### src/hdl/odm_div.sv
// ----------------------------------------------------------------------------
// odm_div: pipelined signed divide, truncating toward zero
// One quotient bit a stage, dividend and divisor carried alongside.
// ----------------------------------------------------------------------------
module odm_div #(
    parameter int NW = 40,
    parameter int DW = 36,
    parameter int QW = 9
) (
    input  logic                 i_clk,
    input  logic                 i_en,
    input  logic signed [NW-1:0] i_num,
    input  logic        [DW-1:0] i_den,
    output logic signed [QW-1:0] o_quo
);
    // quotient magnitude reaches 256, so it needs QW bits
    localparam int QB = QW;

    logic [NW-1:0] r_rem [QB+1];
    logic [QB-1:0] r_q   [QB+1];
    logic [DW-1:0] r_den [QB+1];
    logic          r_neg [QB+1];

    always_ff @(posedge i_clk) begin
        if (i_en) begin
            r_rem[0] <= i_num[NW-1] ? NW'(-i_num) : NW'(i_num);
            r_neg[0] <= i_num[NW-1];
            r_den[0] <= i_den;
            r_q[0]   <= '0;
        end
    end

    for (genvar s = 0; s < QB; s++) begin : g_stage
        localparam int B = QB - 1 - s;
        logic [NW+QB-1:0] w_sub;
        assign w_sub = (NW+QB)'(r_den[s]) << B;
        always_ff @(posedge i_clk) begin
            if (i_en) begin
                if ((NW+QB)'(r_rem[s]) >= w_sub) begin
                    r_rem[s+1] <= NW'((NW+QB)'(r_rem[s]) - w_sub);
                    r_q[s+1]   <= r_q[s] | (QB'(1) << B);
                end else begin
                    r_rem[s+1] <= r_rem[s];
                    r_q[s+1]   <= r_q[s];
                end
                r_den[s+1] <= r_den[s];
                r_neg[s+1] <= r_neg[s];
            end
        end
    end

    assign o_quo = QW'(r_neg[QB] ? -$signed({1'b0, r_q[QB]}) : $signed({1'b0, r_q[QB]}));
endmodule

### config.mk
export PLATFORM = sky130hd
export DESIGN_NAME = odm_div
export DESIGN_NICKNAME = d
export VERILOG_FILES = /design/src/hdl/odm_div.sv
export SDC_FILE = /design/constraint.sdc
export NUM_CORES = 1
export LEC_CHECK = 0
export ABC_AREA = 1
export BUFFER_PORTS_ARGS = -buffer_cell sky130_fd_sc_hd__buf_4
export CAP_MARGIN = 20
export CORE_MARGIN = 4
export CORE_UTILIZATION = 55
export DETAILED_ROUTE_END_ITERATION = 8
export GPL_TIMING_DRIVEN = 0
export MAX_ROUTING_LAYER = met4
export PLACE_DENSITY_LB_ADDON = 0.3
export RECOVER_POWER = 50
export SLEW_MARGIN = 20
export SYNTH_ARGS = -nofsm -noshare
export SYNTH_HDL_FRONTEND = slang
export SYNTH_SLANG_ARGS = --single-unit
### constraint.sdc
create_clock -name i_clk -period 2.9 [get_ports i_clk]
set_clock_uncertainty 0.2 [all_clocks]
set_input_delay 0.29 -clock i_clk [delete_from_list [all_inputs] [get_ports i_clk]]
set_output_delay 0.29 -clock i_clk [all_outputs]
set_load 0.02 [all_outputs]
==> summary.md <==
| Metric | Value |
|---|---|
| Top cell type's share of synthesized area | `between 40 and 50%` |
| Clock power share | `between 20% and 30%` |
| Final WS setup | `-98.78 ps` |
| Cell Pwr Density | `~750 nW/um2` |
| Cell count after synthesis | `roughly 6.6k` |
| Routed vias/inst | `5.478` |
| Comb pwr share | `41.6%` |
| Peak Freq | `333.5 MHz` |
| Via Count | `44.86k` |
| Primary FF master, synth | `edfxtp_1` |
| CTS tree | `built` |
| Largest fanout on the critical path | `10` |
| Syn nets | `about 7k` |
| CP required | `about 3100 ps` |
| Fin area | `roughly 58,000 um2` |
| Crit share post-route | `103.4%` |
| Layout cells sized above 1 | `roughly a tenth` |
| Switch share | `roughly two fifths` |
| NetSw | `0.01787 W` |
| Final std cells w/o fill | `roughly 8k` |
| Starting Density | `a little under three fifths` |
| Sink Count | `739` |
| DRC | `0` |
| I/O pin cnt | `between 80 and 90` |
| GR Util All Layers | `around 37%` |
| Number of CTS-inserted buffers | `approximately 80` |
| CTS H-tree depth | `3` |
| Port Buffers | `86` |
| Slew Viols, Final | `43` |
| CP endpoint kind | `flop` |
| Max_slew headroom | `-84.58%` |
| Core Region | `~90,000 um2` |
| Clock Path Buffers | `3` |
| GRT Residual Overflow | `0` |
| Largest cells by area after synthesis | `edfxtp_1 44%, nand2_1 18%, inv_1 8.9%` |
| Dpl cells | `7,862` |
| Die area | `95,980 um2` |
| Critical Path AT | `3220 ps` |
| Total power | `0.04401 W` |
| Max capacitance violation total | `1` |
| Post-synthesis async set-or-reset flop share | `0%` |
| Count leader, synth | `nand2_1` |
| Chip width | `around 310 um` |
| GP Congestion | `approximately 1.1` |
| Outcome | `complete, but fails checks` |
| CP Class | `flop to flop` |
| CP Launch Type | `flop` |
| Flops & latches, synth | `739` |
| Cell taking the most area after synthesis | `edfxtp_1` |
| RSZ-0062 raised after global routing | `yes` |
| Period minus WS final | `between 2000 and 3000 ps` |
| Clk slew on worst S/H paths | `~60 ps` |
| Sequential share of the synthesized area | `~44%` |
| Die boundary height | `309.8 um` |
| Wirelength per Cell | `21.39 um` |
| Root Buffer | `clkbuf_16` |
| Area grow syn2layout | `16.72%` |
| Util after Layout | `between 60% and 70%` |
| First-pass GRT wire length | `257,800 um` |
| Slowest CP cell | `edfxtp_1` |
| Post-synth EDFFs | `~740` |
| Placed Area | `52,470 um2` |
| Worst hold path class | `input pin to flop` |
| Int Power | `approximately 0.026 W` |
| Cell row count | `110` |
| Router iterations before antenna repair | `6` |
| HPWL Detailed | `~140,000 um` |
| Clk_lat worst skew | `680 ps` |
| Crit path max-delay family | `simple AND/OR/NAND/NOR gates` |
| YS warnings | `0` |
| Buffers & Inverters on Critical Path | `4` |
| Post-DRT Antenna Nets | `0` |
| Routed WL | `~180,000 um` |
| Antenna violations before repair | `2` |
| Final hold violations | `0` |
| Top cells by count, synth | `2,413 x nand2_1, 1,191 x inv_1, 739 x edfxtp_1, 534 x nor2_1, 421 x nand3_1` |
| Peak supply drop | `roughly 0.00056 V` |
| Endpoints failing setup | `39` |
| Vias in the first global route | `~45k` |
| Largest net degree at the start of global routing | `105` |
| CP cell instances | `ha_4, clkinvlp_4, nor3_4, nand3_2, nor2_4, nand3_4, nand2_2, inv_2, nand2_4, inv_8, buf_12, nand2_2, nand2_2` |
| Worst path max stage delay | `between 400 and 500 ps` |
| Crit path top cell by count | `nand2_2` |
| Failing checks | `capacitance limit, slew limit, setup timing` |
| WHS | `150.1 ps` |
| Syn Std Cell Area | `roughly 50,000 um2` |
| NumNets Final | `7,344` |
| Worst-Margin Slew | `2769 ps` |
| Sequential power share | `between 30% and 40%` |
| Syn avg cell area | `~7.6 um2` |
| 1st-iter DRT viols | `3,493` |
| Synth unique cells | `between 40 and 50` |
| Leakage | `approximately 29 nW` |
## cells by family after synthesis
kind of cell | Yosys count | share of synthesized area, %
AND/OR/NAND/NOR | 3625 | 29.58
buffers and inverters | 1287 | 10.07
flip-flops | 739 | 44.30
AO/OA/AOI/OAI | 429 | 4.573
adder cells (fa/ha/maj) | 324 | 8.212
XOR/XNOR | 187 | 3.269
## stage by stage
step | setup slack (ps) | setup TNS (ps)
floorplan | 372.1 | 0
global route | -109.5 | -3253
global placement | -4799 | -3445470
finish | -98.78 | -2269
detailed placement | -1005 | -517450
CTS | -18.81 | -92.56
## what timing repair did
action / 4_1_cts / 5_1_grt
gates cloned: 4 / 4
pin swaps: 31 / 36
setup endpoints to repair: 573 / 279
resized for setup: 198 / 217
hold endpoints to repair: 132 / 0
buffers inserted: 31 / 45
hold buffers: 88 / 0
## cell usage in the layout (no fill, tap or decap), types with 108 or more instances in the layout
cell type / count
a21oi_1: 225
buf_4: 114
edfxtp_1: 739
ha_1: 253
inv_1: 1180
nand2_1: 2340
nand3_1: 400
nor2_1: 494
o21ai_0: 108
xor2_1: 169
## metal layers
| metal | track usage [%] | up-vias | part of all wire [%] |
|---|---|---|---|
| met1 | 33.60 | 20598 | 32 |
| met2 | 67.60 | 1801 | 52 |
| met4 | 34.31 | 0 | 12 |
| met3 | 4.328 | 777 | 4.6 |
| met5 | - | - | 0 |
| li1 | - | 21681 | - |
## final cells by class
type	count	area, um2
buffer	78	721.9
antenna	2	5.005
sequential	739	22190
timing repair buffer	266	2510
multi-input combinational	4566	24330
inverter	1209	4561
clock inverter	56	559.3
fill	7674	31680
clock buffer	96	2126
tap	1176	1471
## final timing paths
kind | start | endpoint | slack [ps] | cells past startpoint
setup reg to reg | r_den[3][0] | r_rem[2][36] | -100 | 13
hold / removal | i_den[12] | r_den[0][12] | 150 | 2
setup / recovery | r_den[3][0] | r_rem[2][36] | -100 | 13
hold reg to reg | r_q[4][7] | r_q[5][7] | 220 | 0
## flip-flops by register name, indices dropped and copies added, names as in the netlist
signal / count
r_den: 324
r_rem: 360
r_neg: 10
r_q: 45
## power groups by stage
stage | Combinational, W | Clock [W] | Sequential [W]
4_1_cts | 0.0173 | 0.0105 | 0.0151
6_report | 0.0183 | 0.0105 | 0.0152
3_5_place_dp | 0.0166 | 0 | 0.0153
5_1_grt | 0.0202 | 0.0110 | 0.0153
3_3_place_gp | 0.0164 | 0 | 0.0153
2_1_floorplan | 0.0116 | 0 | 0.0148
Power figures use the tool's default switching activity.
