**config.mk**
```make
export PLATFORM = sky130hd
export DESIGN_NAME = odm_trig
export DESIGN_NICKNAME = d
export VERILOG_FILES = /design/src/hdl/odm_pkg.sv /design/src/hdl/odm_trig.sv
export SDC_FILE = /design/constraint.sdc
export NUM_CORES = 1
export LEC_CHECK = 0
export BUFFER_PORTS_ARGS = -buffer_cell sky130_fd_sc_hd__buf_2
export CORE_MARGIN = 3
export CORE_UTILIZATION = 60
export CTS_CLUSTER_DIAMETER = 50
export DETAILED_ROUTE_END_ITERATION = 7
export GPL_ROUTABILITY_DRIVEN = 0
export PLACE_DENSITY = 0.79
export SLEW_MARGIN = 25
export SYNTH_ARGS = -nofsm -noshare
export SYNTH_HDL_FRONTEND = slang
export SYNTH_SLANG_ARGS = --single-unit
```
**constraint.sdc**
```tcl
create_clock -name i_clk -period 11.55 [get_ports i_clk]
set_input_delay 0 -clock i_clk [delete_from_list [all_inputs] [get_ports i_clk]]
set_output_delay 0 -clock i_clk [all_outputs]
set_load 0.02 [all_outputs]
```
**src/hdl/odm_pkg.sv**
```systemverilog
// ----------------------------------------------------------------------------
// odm_pkg: shared types, constants and the sine-table builder
// Opcodes, the degree-table entry function in Q1.TRIG_FRAC_BITS and the weight constants.
// ----------------------------------------------------------------------------
package odm_pkg;

    localparam int TRIG_FRAC_BITS_DEF = 15;
    localparam int WEIGHT_SIN = 819;
    localparam int WEIGHT_COS = 574;

    typedef enum logic [2:0] {
        OP_DIRECT = 3'd0,
        OP_VECTOR = 3'd1,
        OP_STOP   = 3'd2,
        OP_CHASE  = 3'd3,
        OP_FACE   = 3'd4
    } t_opcode;

    // sin(d) magnitude, d in 0..90, built with an integer Taylor series in Q30 radians
    function automatic logic [20:0] sin_entry(input int d, input int frac);
        logic [63:0] x;
        logic [63:0] term;
        logic [63:0] t2;
        longint      sum;
        longint      res;
        x    = 64'(d) * 64'd18740330;
        term = x;
        sum  = longint'(x);
        for (int k = 1; k <= 8; k++) begin
            t2   = (term * x) >> 30;
            t2   = (t2 * x) >> 30;
            term = t2 / 64'((2 * k) * (2 * k + 1));
            if (k % 2 == 1) sum = sum - longint'(term);
            else            sum = sum + longint'(term);
        end
        if (sum < 0) sum = 0;
        res = (sum + (longint'(1) <<< (29 - frac))) >>> (30 - frac);
        return 21'(res);
    endfunction

endpackage

```
**src/hdl/odm_trig.sv**
```systemverilog
// ----------------------------------------------------------------------------
// odm_trig: signed sine and cosine lookup
// Reduces a bearing to 0..359 and folds it onto the quarter-wave table.
// ----------------------------------------------------------------------------
module odm_trig import odm_pkg::*; #(
    parameter int TRIG_FRAC_BITS = TRIG_FRAC_BITS_DEF
) (
    input  logic                            i_clk,
    input  logic                            i_en,
    input  logic signed [9:0]               i_bearing,
    output logic signed [TRIG_FRAC_BITS+1:0] o_sin,
    output logic signed [TRIG_FRAC_BITS+1:0] o_cos
);
    localparam int TW = TRIG_FRAC_BITS + 2;

    logic [8:0]           n_red;
    logic [8:0]           r_red;
    logic [8:0]           w_cr;
    logic signed [TW-1:0] n_sin;
    logic signed [TW-1:0] n_cos;
    logic [TW-1:0]        w_tab [91];

    // quarter-wave table, fixed at elaboration
    for (genvar g = 0; g <= 90; g++) begin : g_tab
        localparam logic [TW-1:0] ENTRY = TW'(sin_entry(g, TRIG_FRAC_BITS));
        assign w_tab[g] = ENTRY;
    end

    always_comb begin
        if (i_bearing < 0)
            n_red = (i_bearing < -10'sd360) ? 9'(11'(i_bearing) + 11'sd720)
                                            : 9'(i_bearing + 10'sd360);
        else
            n_red = (i_bearing > 10'sd359) ? 9'(i_bearing - 10'sd360) : 9'(i_bearing);
    end

    always_ff @(posedge i_clk) begin
        if (i_en) r_red <= n_red;
    end

    function automatic logic signed [TW-1:0] sdeg(input logic [8:0] r);
        logic signed [TW-1:0] v;
        int a;
        int d;
        a = int'(r);
        if (a <= 90)       d = a;
        else if (a <= 180) d = 180 - a;
        else if (a <= 270) d = a - 180;
        else               d = 360 - a;
        v = signed'(w_tab[7'(d)]);
        if (a > 180) v = -v;
        return v;
    endfunction

    assign w_cr  = (r_red >= 9'd270) ? r_red - 9'd270 : r_red + 9'd90;

    always_comb begin
        n_sin = sdeg(r_red);
        n_cos = sdeg(w_cr);
    end

    always_ff @(posedge i_clk) begin
        if (i_en) begin
            o_sin <= n_sin;
            o_cos <= n_cos;
        end
    end
endmodule

```
==> run_summary.xml, run 1 <==
<?xml version="1.0" encoding="UTF-8"?>
<metrics>
  <group name="outcome">
    <metric name="run_status" unit="">completed</metric>
  </group>
  <group name="critical_path">
    <metric name="reg2reg_setup_slack" unit="ns">4.56</metric>
    <metric name="cp_data_arrival_time" unit="ns">7.01</metric>
    <metric name="worstReg2RegEnd" unit="">o_sin[15]$_DFFE_PP_</metric>
    <metric name="worst_r2r_path_depth" unit="">21</metric>
    <metric name="r2r_start" unit="">r_red[0]$_DFFE_PP_</metric>
    <metric name="crit_start" unit="">r_red[0]$_DFFE_PP_</metric>
    <metric name="crit_type" unit="">reg -&gt; reg</metric>
    <metric name="worstPathRequired" unit="ns">11.57</metric>
    <metric name="timing.critical_path.fanout_max" unit="">45</metric>
    <metric name="critical_path.endpoint" unit="">o_sin[15]$_DFFE_PP_</metric>
    <metric name="worst_setup_path_start_kind" unit="">flop</metric>
    <metric name="critical_path_endpoint_category" unit="">flop</metric>
  </group>
  <group name="route">
    <metric name="drt_first_pass_iters" unit="">8</metric>
    <metric name="initial_detailed_routing_violation_count" unit="">1483</metric>
    <metric name="via_count" unit="">8893</metric>
    <metric name="drt_wl_total" unit="um">25000</metric>
    <metric name="drt.antenna.violating_nets" unit="">0</metric>
    <metric name="avgViaCountPerCell" unit="">7.46</metric>
    <metric name="routed_wire_length_per_instance" unit="um">21.0</metric>
    <metric name="drt_drc_violations_left" unit="">0</metric>
  </group>
  <group name="synth">
    <metric name="distinct_cells_synth" unit="">103</metric>
    <metric name="ys_async_sr_fraction" unit="">0</metric>
    <metric name="post_synthesis_register_bit_count" unit="">43</metric>
    <metric name="synth_top_cell_area_share" unit="">0.163</metric>
    <metric name="synth.top_cells.by_area" unit="">sky130_fd_sc_hd__edfxtp_1 (16%), sky130_fd_sc_hd__ha_1 (7.1%), sky130_fd_sc_hd__a21oi_1 (5.8%)</metric>
    <metric name="netlist_area" unit="mm2">0.00793</metric>
    <metric name="post-synth-top-area-cell" unit="">sky130_fd_sc_hd__edfxtp_1</metric>
    <metric name="post-synth-top-count-cell" unit="">sky130_fd_sc_hd__a21oi_1</metric>
    <metric name="ys_warn_count" unit="">0</metric>
    <metric name="ys_top_cells_by_count" unit="">sky130_fd_sc_hd__a21oi_1 (92), sky130_fd_sc_hd__o21ai_0 (82), sky130_fd_sc_hd__nand2_1 (77), sky130_fd_sc_hd__nor2_1 (63), sky130_fd_sc_hd__ha_1 (45)</metric>
    <metric name="synth_flop_cell" unit="">sky130_fd_sc_hd__edfxtp_1</metric>
    <metric name="sequential_to_total_area_share_from_yosys_stat" unit="">0.163</metric>
    <metric name="post_synth.cell_area_avg" unit="um2">7.64</metric>
    <metric name="syn_nets" unit="">1096</metric>
    <metric name="netlist_instances" unit="">1038</metric>
    <metric name="synth_enable_flop_cells" unit="">43</metric>
  </group>
  <group name="grt">
    <metric name="number_of_antenna_violations_at_the_first_check_in_global_routing" unit="">0</metric>
    <metric name="global_route.usage.total" unit="">0.330</metric>
    <metric name="grt_max_degree" unit="">55</metric>
    <metric name="number_of_global_route_vias_before_repair" unit="">7801</metric>
    <metric name="grt_pass1_wl" unit="um">39800</metric>
    <metric name="globalRoute.totalOverflow" unit="">0</metric>
  </group>
  <group name="floorplan">
    <metric name="core_footprint" unit="mm2">0.0128</metric>
    <metric name="floorplan.initialDensity" unit="">0.621</metric>
    <metric name="chipWidth" unit="um">121</metric>
    <metric name="rows" unit="">41</metric>
    <metric name="ios" unit="">46</metric>
    <metric name="die_area" unit="mm2">0.0146</metric>
    <metric name="die_h" unit="um">121</metric>
  </group>
  <group name="cells_and_area">
    <metric name="design.final.nets" unit="">1077</metric>
    <metric name="layout.core_utilization" unit="">0.652</metric>
    <metric name="multiInputGateArea" unit="mm2">0.00617</metric>
    <metric name="fillers" unit="">1118</metric>
    <metric name="area.growth.synth_to_final" unit="%">4.95</metric>
    <metric name="share_of_cells_above_drive_strength_1" unit="">0.141</metric>
    <metric name="antenna_cells" unit="">0</metric>
    <metric name="finish.instance_area" unit="mm2">0.00832</metric>
    <metric name="layout.area.seq" unit="mm2">0.00129</metric>
  </group>
  <group name="clock_network">
    <metric name="clock_buffer_count_from_cts" unit="">5</metric>
    <metric name="clockBufferDepth" unit="">2</metric>
    <metric name="clkLatencyLatePin" unit="ns">0.30</metric>
    <metric name="worst_setup_hold_path_clk_slew" unit="ns">0.06</metric>
    <metric name="cts_root_buf" unit="">sky130_fd_sc_hd__clkbuf_16</metric>
    <metric name="clock-sinks" unit="">43</metric>
    <metric name="tritoncts" unit="">built</metric>
    <metric name="cts-htree-levels" unit="">2</metric>
  </group>
  <group name="sta">
    <metric name="finalHoldViolCount" unit="">0</metric>
    <metric name="finalSetupViolations" unit="">0</metric>
    <metric name="timing.max_slew.rel_slack" unit="">0.257</metric>
    <metric name="clock-skew-final" unit="ns">0.00587</metric>
    <metric name="timing.final.crit_share" unit="">0.605</metric>
    <metric name="timing_worst_slew_pin_value" unit="ns">1.11</metric>
    <metric name="final_period_minus_worst_setup_slack" unit="ns">6.99</metric>
    <metric name="clock.fmax" unit="GHz">0.143</metric>
    <metric name="maxSlewViolCount" unit="">0</metric>
    <metric name="tns" unit="ns">0</metric>
    <metric name="rsz0062_at_grt" unit="">false</metric>
  </group>
  <group name="worst_hold_path">
    <metric name="timing.hold.worst.class" unit="">in -&gt; reg</metric>
    <metric name="hold_path.startpoint" unit="">i_bearing[7]</metric>
  </group>
  <group name="power">
    <metric name="power_leakage" unit="nW">2.96</metric>
    <metric name="worst_ir_drop_vdd" unit="uV">119</metric>
    <metric name="pwr_density_cell" unit="mW/mm2">286</metric>
  </group>
  <group name="run">
    <metric name="max_cap_viol_count" unit="">0</metric>
  </group>
  <group name="place">
    <metric name="place.port_buffers" unit="">45</metric>
    <metric name="detailedPlacementHpwl" unit="um">17100</metric>
    <metric name="placement.cell_area" unit="mm2">0.00814</metric>
  </group>
</metrics>
[where the power goes]
group,switching [mW],internal (mW),total [mW]
logic,1.25,0.684,1.93
clock network,0.0591,0.0795,0.139
registers,0.0291,0.282,0.311
[registers in the layout, summed over array words and instances, names as in the netlist]
register	count
o_sin	17
r_red	9
o_cos	17
[kinds of logic after synthesis]
family          share of synthesized area
simple gates                        0.188
buf+inv                            0.0693
xor+xnor                           0.0540
fa+ha+maj                          0.0735
mux                                0.0398
flops                               0.163
compound gates                      0.413
[metrics by stage]
step                total power [mW]  cells  hold WS, ns  setup WS, ns
detailed placement              2.16   1181        0.196          4.80
global placement                2.14   1181        0.195          4.93
finish                          2.38   1192       0.0702          4.56
CTS                             2.31   1192       0.0650          4.74
floorplan                       1.75   1038       0.0989          5.79
global route                    2.53   1192       0.0883          4.11
[metal layers]
layer | up-vias | GRT usage | part of all wire
met1 | 3976 | 0.435 | 0.38
met5 | - | 0 | 0
met4 | 0 | 0.132 | 0.051
met3 | 178 | 0.107 | 0.14
met2 | 705 | 0.499 | 0.42
li1 | 4034 | - | -
[final cells by class]
class                      instances  area share
multi-input combinational        873       0.741
timing repair buffer              67      0.0478
clock inverter                     3     0.00240
sequential                        43       0.155
clock buffer                       5      0.0150
tap                              172      0.0259
inverter                          29      0.0131
[worst min path at each step]
stage                         end  cells after the start
2_1_floorplan  r_red[0]$_DFFE_PP_                      0
3_3_place_gp   r_red[2]$_DFFE_PP_                      1
3_5_place_dp   r_red[0]$_DFFE_PP_                      1
4_1_cts        r_red[7]$_DFFE_PP_                      2
5_1_grt        r_red[7]$_DFFE_PP_                      2
6_report       r_red[7]$_DFFE_PP_                      2
[critical path, cell delays in order, from the launching register on]
cell and delay, ns:
sky130_fd_sc_hd__edfxtp_1 0.32, sky130_fd_sc_hd__buf_4 0.44, sky130_fd_sc_hd__clkinv_1 0.74, sky130_fd_sc_hd__ha_1 0.57, sky130_fd_sc_hd__nand2_1 0.10, sky130_fd_sc_hd__a41o_1 0.22
sky130_fd_sc_hd__a21o_1 0.13, sky130_fd_sc_hd__a221oi_1 0.15, sky130_fd_sc_hd__or3_1 0.56, sky130_fd_sc_hd__nand2_1 0.12, sky130_fd_sc_hd__buf_4 0.33, sky130_fd_sc_hd__inv_1 0.42
sky130_fd_sc_hd__fa_1 0.58, sky130_fd_sc_hd__nor3_1 0.20, sky130_fd_sc_hd__a21oi_1 0.06, sky130_fd_sc_hd__mux4_2 0.46, sky130_fd_sc_hd__mux2i_1 0.28, sky130_fd_sc_hd__and2_1 0.21
sky130_fd_sc_hd__and4_1 0.22, sky130_fd_sc_hd__nand2b_1 0.14, sky130_fd_sc_hd__nor4b_1 0.33, sky130_fd_sc_hd__a311oi_1 0.08
[repair_timing]
action / in CTS / in global routing
resized for setup: 0 / 0
hold buffers: 3 / 0
buffers inserted: 0 / 0
endpoints found under the hold margin: 3 / 0
[cell usage in the layout, fill, tap and decap left out, drive strengths merged, types with 12 or more instances in the layout]
cell type,n
nor3,50
o31ai,16
a31oi,19
o21ai,101
xnor2,34
o211ai,31
buf,64
nand2,77
a221oi,19
xor2,14
a211oi,27
a21oi,93
edfxtp,43
inv,28
ha,45
o22ai,14
mux2i,12
nor2,65
nand3,43
Power figures use the tool's default switching activity.
==> inputs of run 2 (changes only) <==
--- a/config.mk
+++ b/config.mk
@@ -7,7 +7,7 @@
 export LEC_CHECK = 0
 export BUFFER_PORTS_ARGS = -buffer_cell sky130_fd_sc_hd__buf_2
 export CORE_MARGIN = 3
-export CORE_UTILIZATION = 60
+export CORE_UTILIZATION = 58
 export CTS_CLUSTER_DIAMETER = 50
 export DETAILED_ROUTE_END_ITERATION = 7
 export GPL_ROUTABILITY_DRIVEN = 0
==> constraint.sdc (replaced) <==
create_clock -name i_clk -period 5.7 [get_ports i_clk]
set_input_delay 0 -clock i_clk [delete_from_list [all_inputs] [get_ports i_clk]]
set_output_delay 0 -clock i_clk [all_outputs]
set_load 0.02 [all_outputs]
==> run 2 against run 1 <==
Compared with the run above:
- the flow now finishes with violations (DRC)
- final cell count up 5.2%
- critical path depth unchanged
- first-iteration DRC count up 0.54%
- via count increased by 5.3%
- sequential cell count unchanged
- total power up 110%
- count of clock-buffer cells in the layout unchanged
- non-clock buffer count increased by 58
- register-to-register slack got worse by 4.3 ns
- maximum frequency grew 28%
==> run_summary.xml, run 2 (same netlist as run 1, synthesis figures left out) <==
<?xml version="1.0" encoding="UTF-8"?>
<metrics>
  <group name="outcome">
    <metric name="run_status" unit="">finished with violations</metric>
    <metric name="violations_in_the_final_reports" unit="">DRC</metric>
  </group>
  <group name="route">
    <metric name="initial_detailed_routing_violation_count" unit="">1491</metric>
    <metric name="drt_drc_violations_left" unit="">46</metric>
    <metric name="avgViaCountPerCell" unit="">7.47</metric>
    <metric name="routed_wire_length_per_instance" unit="um">21.1</metric>
    <metric name="drt_first_pass_iters" unit="">8</metric>
    <metric name="drt_wl_total" unit="um">26500</metric>
    <metric name="drt.antenna.violating_nets" unit="">0</metric>
    <metric name="via_count" unit="">9362</metric>
  </group>
  <group name="grt">
    <metric name="globalRoute.totalOverflow" unit="">0</metric>
    <metric name="grt_max_degree" unit="">44</metric>
    <metric name="global_route.usage.total" unit="">0.339</metric>
    <metric name="grt_pass1_wl" unit="um">41800</metric>
    <metric name="number_of_global_route_vias_before_repair" unit="">8326</metric>
    <metric name="number_of_antenna_violations_at_the_first_check_in_global_routing" unit="">0</metric>
  </group>
  <group name="critical_path">
    <metric name="critPathSlowestCell" unit="">sky130_fd_sc_hd__edfxtp_1</metric>
    <metric name="worstPathRequired" unit="ns">5.73</metric>
    <metric name="critical_path_endpoint_category" unit="">flop</metric>
    <metric name="worstPathBufferInverterCount" unit="">3</metric>
    <metric name="cp_cell_sequence" unit="">buf_4 -&gt; ha_1 -&gt; a211o_1 -&gt; a22o_1 -&gt; a22oi_2 -&gt; o31a_1 -&gt; nand2_1 -&gt; and4_1 -&gt; nor2_2 -&gt; inv_1 -&gt; ha_1 -&gt; buf_4 -&gt; nor2_1 -&gt; a21boi_2 -&gt; nor2_1 -&gt; a221oi_2 -&gt; o22ai_1 -&gt; a31oi_2 -&gt; nand3_1 -&gt; nor3_1 -&gt; a211oi_2</metric>
    <metric name="timing.critical_path.fanout_max" unit="">9</metric>
    <metric name="worst_setup_path_start_kind" unit="">flop</metric>
    <metric name="cp_data_arrival_time" unit="ns">5.49</metric>
    <metric name="critical_path.max_stage_delay" unit="ns">0.52</metric>
    <metric name="top_family_by_delay_on_critical_path" unit="">compound AO/OA/AOI/OAI gates</metric>
    <metric name="crit_type" unit="">reg -&gt; reg</metric>
  </group>
  <group name="power">
    <metric name="power_leakage" unit="nW">3.26</metric>
    <metric name="worst_ir_drop_vdd" unit="uV">220</metric>
    <metric name="pwr_density_cell" unit="mW/mm2">576</metric>
  </group>
  <group name="floorplan">
    <metric name="die_area" unit="mm2">0.0151</metric>
    <metric name="floorplan.initialDensity" unit="">0.597</metric>
    <metric name="rows" unit="">42</metric>
    <metric name="die_h" unit="um">123</metric>
    <metric name="chipWidth" unit="um">123</metric>
    <metric name="core_footprint" unit="mm2">0.0133</metric>
    <metric name="ios" unit="">46</metric>
  </group>
  <group name="sta">
    <metric name="clock.fmax" unit="GHz">0.183</metric>
    <metric name="timing_worst_slew_pin_value" unit="ns">1.11</metric>
    <metric name="finalHoldViolCount" unit="">0</metric>
    <metric name="timing.final.crit_share" unit="">0.957</metric>
    <metric name="final_period_minus_worst_setup_slack" unit="ns">5.46</metric>
    <metric name="finalSetupViolations" unit="">0</metric>
    <metric name="clock-skew-final" unit="ns">0.00493</metric>
    <metric name="timing.max_slew.rel_slack" unit="">0.254</metric>
    <metric name="maxSlewViolCount" unit="">0</metric>
    <metric name="final.hold.worst_slack" unit="ns">0.0817</metric>
  </group>
  <group name="clock_network">
    <metric name="clockBufferDepth" unit="">2</metric>
    <metric name="worst_setup_hold_path_clk_slew" unit="ns">0.06</metric>
    <metric name="clock_buffer_count_from_cts" unit="">5</metric>
    <metric name="cts_root_buf" unit="">sky130_fd_sc_hd__clkbuf_16</metric>
    <metric name="tritoncts" unit="">built</metric>
    <metric name="cts-htree-levels" unit="">2</metric>
    <metric name="clock-sinks" unit="">43</metric>
    <metric name="clkLatencyLatePin" unit="ns">0.29</metric>
  </group>
  <group name="cells_and_area">
    <metric name="share_of_cells_above_drive_strength_1" unit="">0.193</metric>
    <metric name="fin_cells" unit="">1254</metric>
    <metric name="antenna_cells" unit="">0</metric>
    <metric name="largestRegisters" unit="">o_cos: 17 flops, o_sin: 17 flops, r_red: 9 flops</metric>
    <metric name="layout.core_utilization" unit="">0.661</metric>
    <metric name="area.growth.synth_to_final" unit="%">10.9</metric>
    <metric name="design.final.nets" unit="">1135</metric>
    <metric name="mostFrequentLayoutCells" unit="">sky130_fd_sc_hd__a21oi_1 (92), sky130_fd_sc_hd__o21ai_0 (80), sky130_fd_sc_hd__buf_4 (77)</metric>
    <metric name="final_common_cell" unit="">sky130_fd_sc_hd__a21oi_1</metric>
  </group>
  <group name="place">
    <metric name="place.port_buffers" unit="">45</metric>
    <metric name="detailedPlacementHpwl" unit="um">18600</metric>
    <metric name="place_inst" unit="">1233</metric>
  </group>
  <group name="worst_hold_path">
    <metric name="timing.hold.worst.class" unit="">in -&gt; reg</metric>
  </group>
  <group name="run">
    <metric name="max_cap_viol_count" unit="">0</metric>
  </group>
</metrics>
==> run 2: changes by cell type in the layout (fill, tap and decap cells not counted), moves of 2 or more <==
cell	delta
sky130_fd_sc_hd__xnor2_1	-2
sky130_fd_sc_hd__buf_4	+58
sky130_fd_sc_hd__o31ai_2	+2
sky130_fd_sc_hd__o21ai_1	+2
sky130_fd_sc_hd__o21ai_0	-2
==> run 2: repair_timing <==
| item | in CTS | in global routing |
|---|---|---|
| gates resized for setup | 0 | 11 |
| setup endpoints to repair | 0 | 11 |
| hold buffers | 3 | 0 |
| hold endpoints to repair | 3 | 0 |
| setup buffers | 0 | 10 |
==> run 2: power by group <==
group,internal (mW),switching [mW]
Clock,0.161,0.121
Combinational,1.54,2.64
Sequential,0.571,0.0388
==> run 2: area by class of cell <==
class	count	area, um2
Inverter	29	109
Tap cell	176	220
Clock inverter	3	20.0
Multi-Input combinational cell	873	6190
Timing Repair Buffer	125	833
Clock buffer	5	125
Fill cell	1080	4500
Sequential cell	43	1290
==> run 2: final timing paths <==
kind / slack (ns) / depth (start not counted) / startpoint / to
worst max-delay path: 0.24 / 21 / r_red[2]$_DFFE_PP_ / o_cos[15]$_DFFE_PP_
worst min-delay path: 0.08 / 2 / i_bearing[7] / r_red[7]$_DFFE_PP_
worst max register to register: 0.24 / 21 / r_red[2]$_DFFE_PP_ / o_cos[15]$_DFFE_PP_
worst min register to register: 1.25 / 3 / r_red[6]$_DFFE_PP_ / o_sin[0]$_DFFE_PP_
==> run 2: layer usage <==
| metal | vias to the layer above | track usage | part of all wire |
|---|---|---|---|
| met3 | 211 | 0.101 | 0.14 |
| met1 | 4204 | 0.440 | 0.38 |
| met5 | - | 0.0104 | 0 |
| met4 | 0 | 0.143 | 0.057 |
| met2 | 806 | 0.525 | 0.43 |
| li1 | 4141 | - | - |
==> run 2: stage by stage <==
stage	setup slack (ns)	power [mW]	setup TNS [ns]	area [um2]
after detailed placement	0.237	4.52	0	8490
final	0.244	5.07	0	8790
after floorplan	0.130	3.55	0	7930
after CTS	0.232	4.82	0	8670
after global placement	0.343	4.48	0	8490
after global routing	-0.0312	5.37	-0.0499	8790
==> inputs of run 3 (changes only) <==
--- a/config.mk
+++ b/config.mk
@@ -5,11 +5,11 @@
 export SDC_FILE = /design/constraint.sdc
 export NUM_CORES = 1
 export LEC_CHECK = 0
-export BUFFER_PORTS_ARGS = -buffer_cell sky130_fd_sc_hd__buf_2
 export CORE_MARGIN = 3
-export CORE_UTILIZATION = 58
+export CORE_UTILIZATION = 60
 export CTS_CLUSTER_DIAMETER = 50
 export DETAILED_ROUTE_END_ITERATION = 7
+export DONT_BUFFER_PORTS = 1
 export GPL_ROUTABILITY_DRIVEN = 0
 export PLACE_DENSITY = 0.79
 export SLEW_MARGIN = 25
==> run 3 against run 2 <==
Compared with the run above:
- the flow still finishes with violations (DRC)
- global-route usage is 2.3 points higher
- utilization rose by 1.3 points
- non-clock buffer count down 42
- count of clock-buffer cells in the layout stayed put
- largest cell class unchanged
==> run_summary.xml, run 3 (same netlist as run 1, synthesis figures left out) <==
<?xml version="1.0" encoding="UTF-8"?>
<metrics>
  <group name="sta">
    <metric name="timing.final.crit_share" unit="">0.968</metric>
    <metric name="timing.max_slew.rel_slack" unit="">0.215</metric>
    <metric name="maxSlewViolCount" unit="">0</metric>
    <metric name="clock.fmax" unit="GHz">0.181</metric>
    <metric name="finalSetupViolations" unit="">0</metric>
    <metric name="timing_worst_slew_pin_value" unit="ns">1.17</metric>
    <metric name="final.hold.worst_slack" unit="ns">0.0283</metric>
    <metric name="final_period_minus_worst_setup_slack" unit="ns">5.52</metric>
    <metric name="finalHoldViolCount" unit="">0</metric>
    <metric name="clock-skew-final" unit="ns">0.00454</metric>
  </group>
  <group name="critical_path">
    <metric name="worstPathRequired" unit="ns">5.74</metric>
    <metric name="crit_type" unit="">reg -&gt; reg</metric>
    <metric name="crit_start" unit="">r_red[1]$_DFFE_PP_</metric>
    <metric name="critical_path_endpoint_category" unit="">flop</metric>
    <metric name="timing.critical_path.fanout_max" unit="">15</metric>
    <metric name="cp_data_arrival_time" unit="ns">5.56</metric>
    <metric name="critPathSlowestCell" unit="">sky130_fd_sc_hd__xnor2_1</metric>
    <metric name="reg2reg_setup_slack" unit="ns">0.18</metric>
    <metric name="worst_setup_path_start_kind" unit="">flop</metric>
    <metric name="cp_cell_sequence" unit="">inv_1 -&gt; ha_1 -&gt; nand2b_1 -&gt; a21oi_1 -&gt; o21bai_1 -&gt; a21o_1 -&gt; or4_1 -&gt; a31o_2 -&gt; xnor2_1 -&gt; o311ai_0 -&gt; o211ai_1 -&gt; and2_1 -&gt; and4_1 -&gt; nand2b_1 -&gt; o31ai_1 -&gt; xnor2_1</metric>
    <metric name="r2r_start" unit="">r_red[1]$_DFFE_PP_</metric>
    <metric name="critical_path.max_stage_delay" unit="ns">0.90</metric>
    <metric name="worstPathBufferInverterCount" unit="">1</metric>
    <metric name="top_family_by_delay_on_critical_path" unit="">compound AO/OA/AOI/OAI gates</metric>
  </group>
  <group name="cells_and_area">
    <metric name="final_common_cell" unit="">sky130_fd_sc_hd__a21oi_1</metric>
    <metric name="share_of_cells_above_drive_strength_1" unit="">0.154</metric>
    <metric name="area.growth.synth_to_final" unit="%">8.68</metric>
    <metric name="antenna_cells" unit="">0</metric>
    <metric name="design.final.nets" unit="">1093</metric>
    <metric name="fin_cells" unit="">1208</metric>
    <metric name="mostFrequentLayoutCells" unit="">sky130_fd_sc_hd__a21oi_1 (92), sky130_fd_sc_hd__o21ai_0 (81), sky130_fd_sc_hd__nand2_1 (77)</metric>
    <metric name="largestRegisters" unit="">o_cos: 17 flops, o_sin: 17 flops, r_red: 9 flops</metric>
    <metric name="finish.instance_area" unit="mm2">0.00862</metric>
  </group>
  <group name="grt">
    <metric name="grt_pass1_wl" unit="um">43500</metric>
    <metric name="number_of_global_route_vias_before_repair" unit="">8559</metric>
    <metric name="global_route.usage.total" unit="">0.362</metric>
    <metric name="grt_max_degree" unit="">44</metric>
    <metric name="globalRoute.totalOverflow" unit="">0</metric>
    <metric name="number_of_antenna_violations_at_the_first_check_in_global_routing" unit="">0</metric>
  </group>
  <group name="floorplan">
    <metric name="rows" unit="">41</metric>
    <metric name="die_area" unit="mm2">0.0146</metric>
    <metric name="ios" unit="">46</metric>
    <metric name="die_h" unit="um">121</metric>
    <metric name="chipWidth" unit="um">121</metric>
    <metric name="core_footprint" unit="mm2">0.0128</metric>
    <metric name="floorplan.initialDensity" unit="">0.621</metric>
  </group>
  <group name="route">
    <metric name="avgViaCountPerCell" unit="">7.72</metric>
    <metric name="routed_wire_length_per_instance" unit="um">22.4</metric>
    <metric name="drt_first_pass_iters" unit="">8</metric>
    <metric name="initial_detailed_routing_violation_count" unit="">1667</metric>
    <metric name="drt_drc_violations_left" unit="">1</metric>
    <metric name="via_count" unit="">9323</metric>
    <metric name="drt_wl_total" unit="um">27100</metric>
    <metric name="drt.antenna.violating_nets" unit="">0</metric>
  </group>
  <group name="outcome">
    <metric name="violations_in_the_final_reports" unit="">DRC</metric>
    <metric name="run_status" unit="">finished with violations</metric>
  </group>
  <group name="power">
    <metric name="power.share.clock" unit="">0.056</metric>
    <metric name="p_int" unit="mW">2.23</metric>
    <metric name="pwr_density_cell" unit="mW/mm2">584</metric>
    <metric name="seq_power_share" unit="">0.155</metric>
    <metric name="power_leakage" unit="nW">3.09</metric>
    <metric name="netSwitchingPower" unit="mW">2.81</metric>
    <metric name="comb_power_share" unit="">0.789</metric>
    <metric name="power_switching_share" unit="">0.558</metric>
    <metric name="worst_ir_drop_vdd" unit="uV">210</metric>
  </group>
  <group name="clock_network">
    <metric name="cts_root_buf" unit="">sky130_fd_sc_hd__clkbuf_16</metric>
    <metric name="worst_setup_hold_path_clk_slew" unit="ns">0.06</metric>
    <metric name="clockBufferDepth" unit="">2</metric>
    <metric name="cts-htree-levels" unit="">2</metric>
    <metric name="clkLatencyLatePin" unit="ns">0.29</metric>
    <metric name="clock_buffer_count_from_cts" unit="">5</metric>
    <metric name="tritoncts" unit="">built</metric>
    <metric name="clock-sinks" unit="">43</metric>
  </group>
  <group name="place">
    <metric name="place_inst" unit="">1181</metric>
    <metric name="detailedPlacementHpwl" unit="um">19000</metric>
    <metric name="place.port_buffers" unit="">0</metric>
    <metric name="placement.cell_area" unit="mm2">0.00825</metric>
  </group>
  <group name="worst_hold_path">
    <metric name="timing.hold.worst.class" unit="">in -&gt; reg</metric>
    <metric name="hold_path.startpoint" unit="">i_bearing[5]</metric>
  </group>
  <group name="run">
    <metric name="max_cap_viol_count" unit="">0</metric>
  </group>
</metrics>
## run 3: changes by cell type in the layout (fill, tap and decap cells not counted), sizes merged
cell,change
buf,-47
dlygate4sd3,+5
## run 3: metal layers
| metal | up-vias | part of all wire | GRT usage |
|---|---|---|---|
| li1 | 4061 | - | - |
| met1 | 4158 | 0.37 | 0.471 |
| met2 | 877 | 0.43 | 0.567 |
| met3 | 227 | 0.15 | 0.101 |
| met4 | 0 | 0.057 | 0.150 |
| met5 | - | 0 | 0 |
## run 3: through the flow
stage	power [mW]	TNS [ns]	util	setup WS, ns
after CTS	4.80	0	0.665	0.0294
after global placement	4.42	0	0.646	0.190
after global routing	5.32	-0.0316	0.675	-0.0230
after detailed placement	4.48	0	0.646	0.0487
after floorplan	3.55	0	-	0.130
final	5.03	0	0.675	0.182
## run 3: final cells by class
| type | instances | area (um2) |
|---|---|---|
| fillers | 1046 | 4150 |
| clock inverters | 3 | 20.0 |
| repair buffers | 83 | 668 |
| clock buffers | 5 | 125 |
| well taps | 172 | 215 |
| inverters | 29 | 109 |
| flip-flops and latches | 43 | 1290 |
| multi-input cells | 873 | 6190 |
## run 3: power by group through the flow
stage                     Sequential (mW)  Combinational, mW  Clock [mW]
after CTS                           0.783               3.73       0.285
after floorplan                     0.768               2.78           0
after global routing                0.794               4.23       0.298
final                               0.779               3.97       0.282
after detailed placement            0.790               3.69           0
after global placement              0.784               3.64           0
## run 3: final timing paths
check / cells past startpoint / endpoint
worst max register to register: 16 / o_sin[11]$_DFFE_PP_
worst max-delay path: 16 / o_sin[11]$_DFFE_PP_
worst min register to register: 3 / o_sin[16]$_SDFFCE_PN0P_
worst min-delay path: 1 / r_red[5]$_DFFE_PP_
## run 3: what timing repair did
item,in CTS,in global routing
resized for setup,0,9
buffers inserted,0,10
setup endpoints to repair,0,17
hold buffers,9,0
hold endpoints to repair,51,0
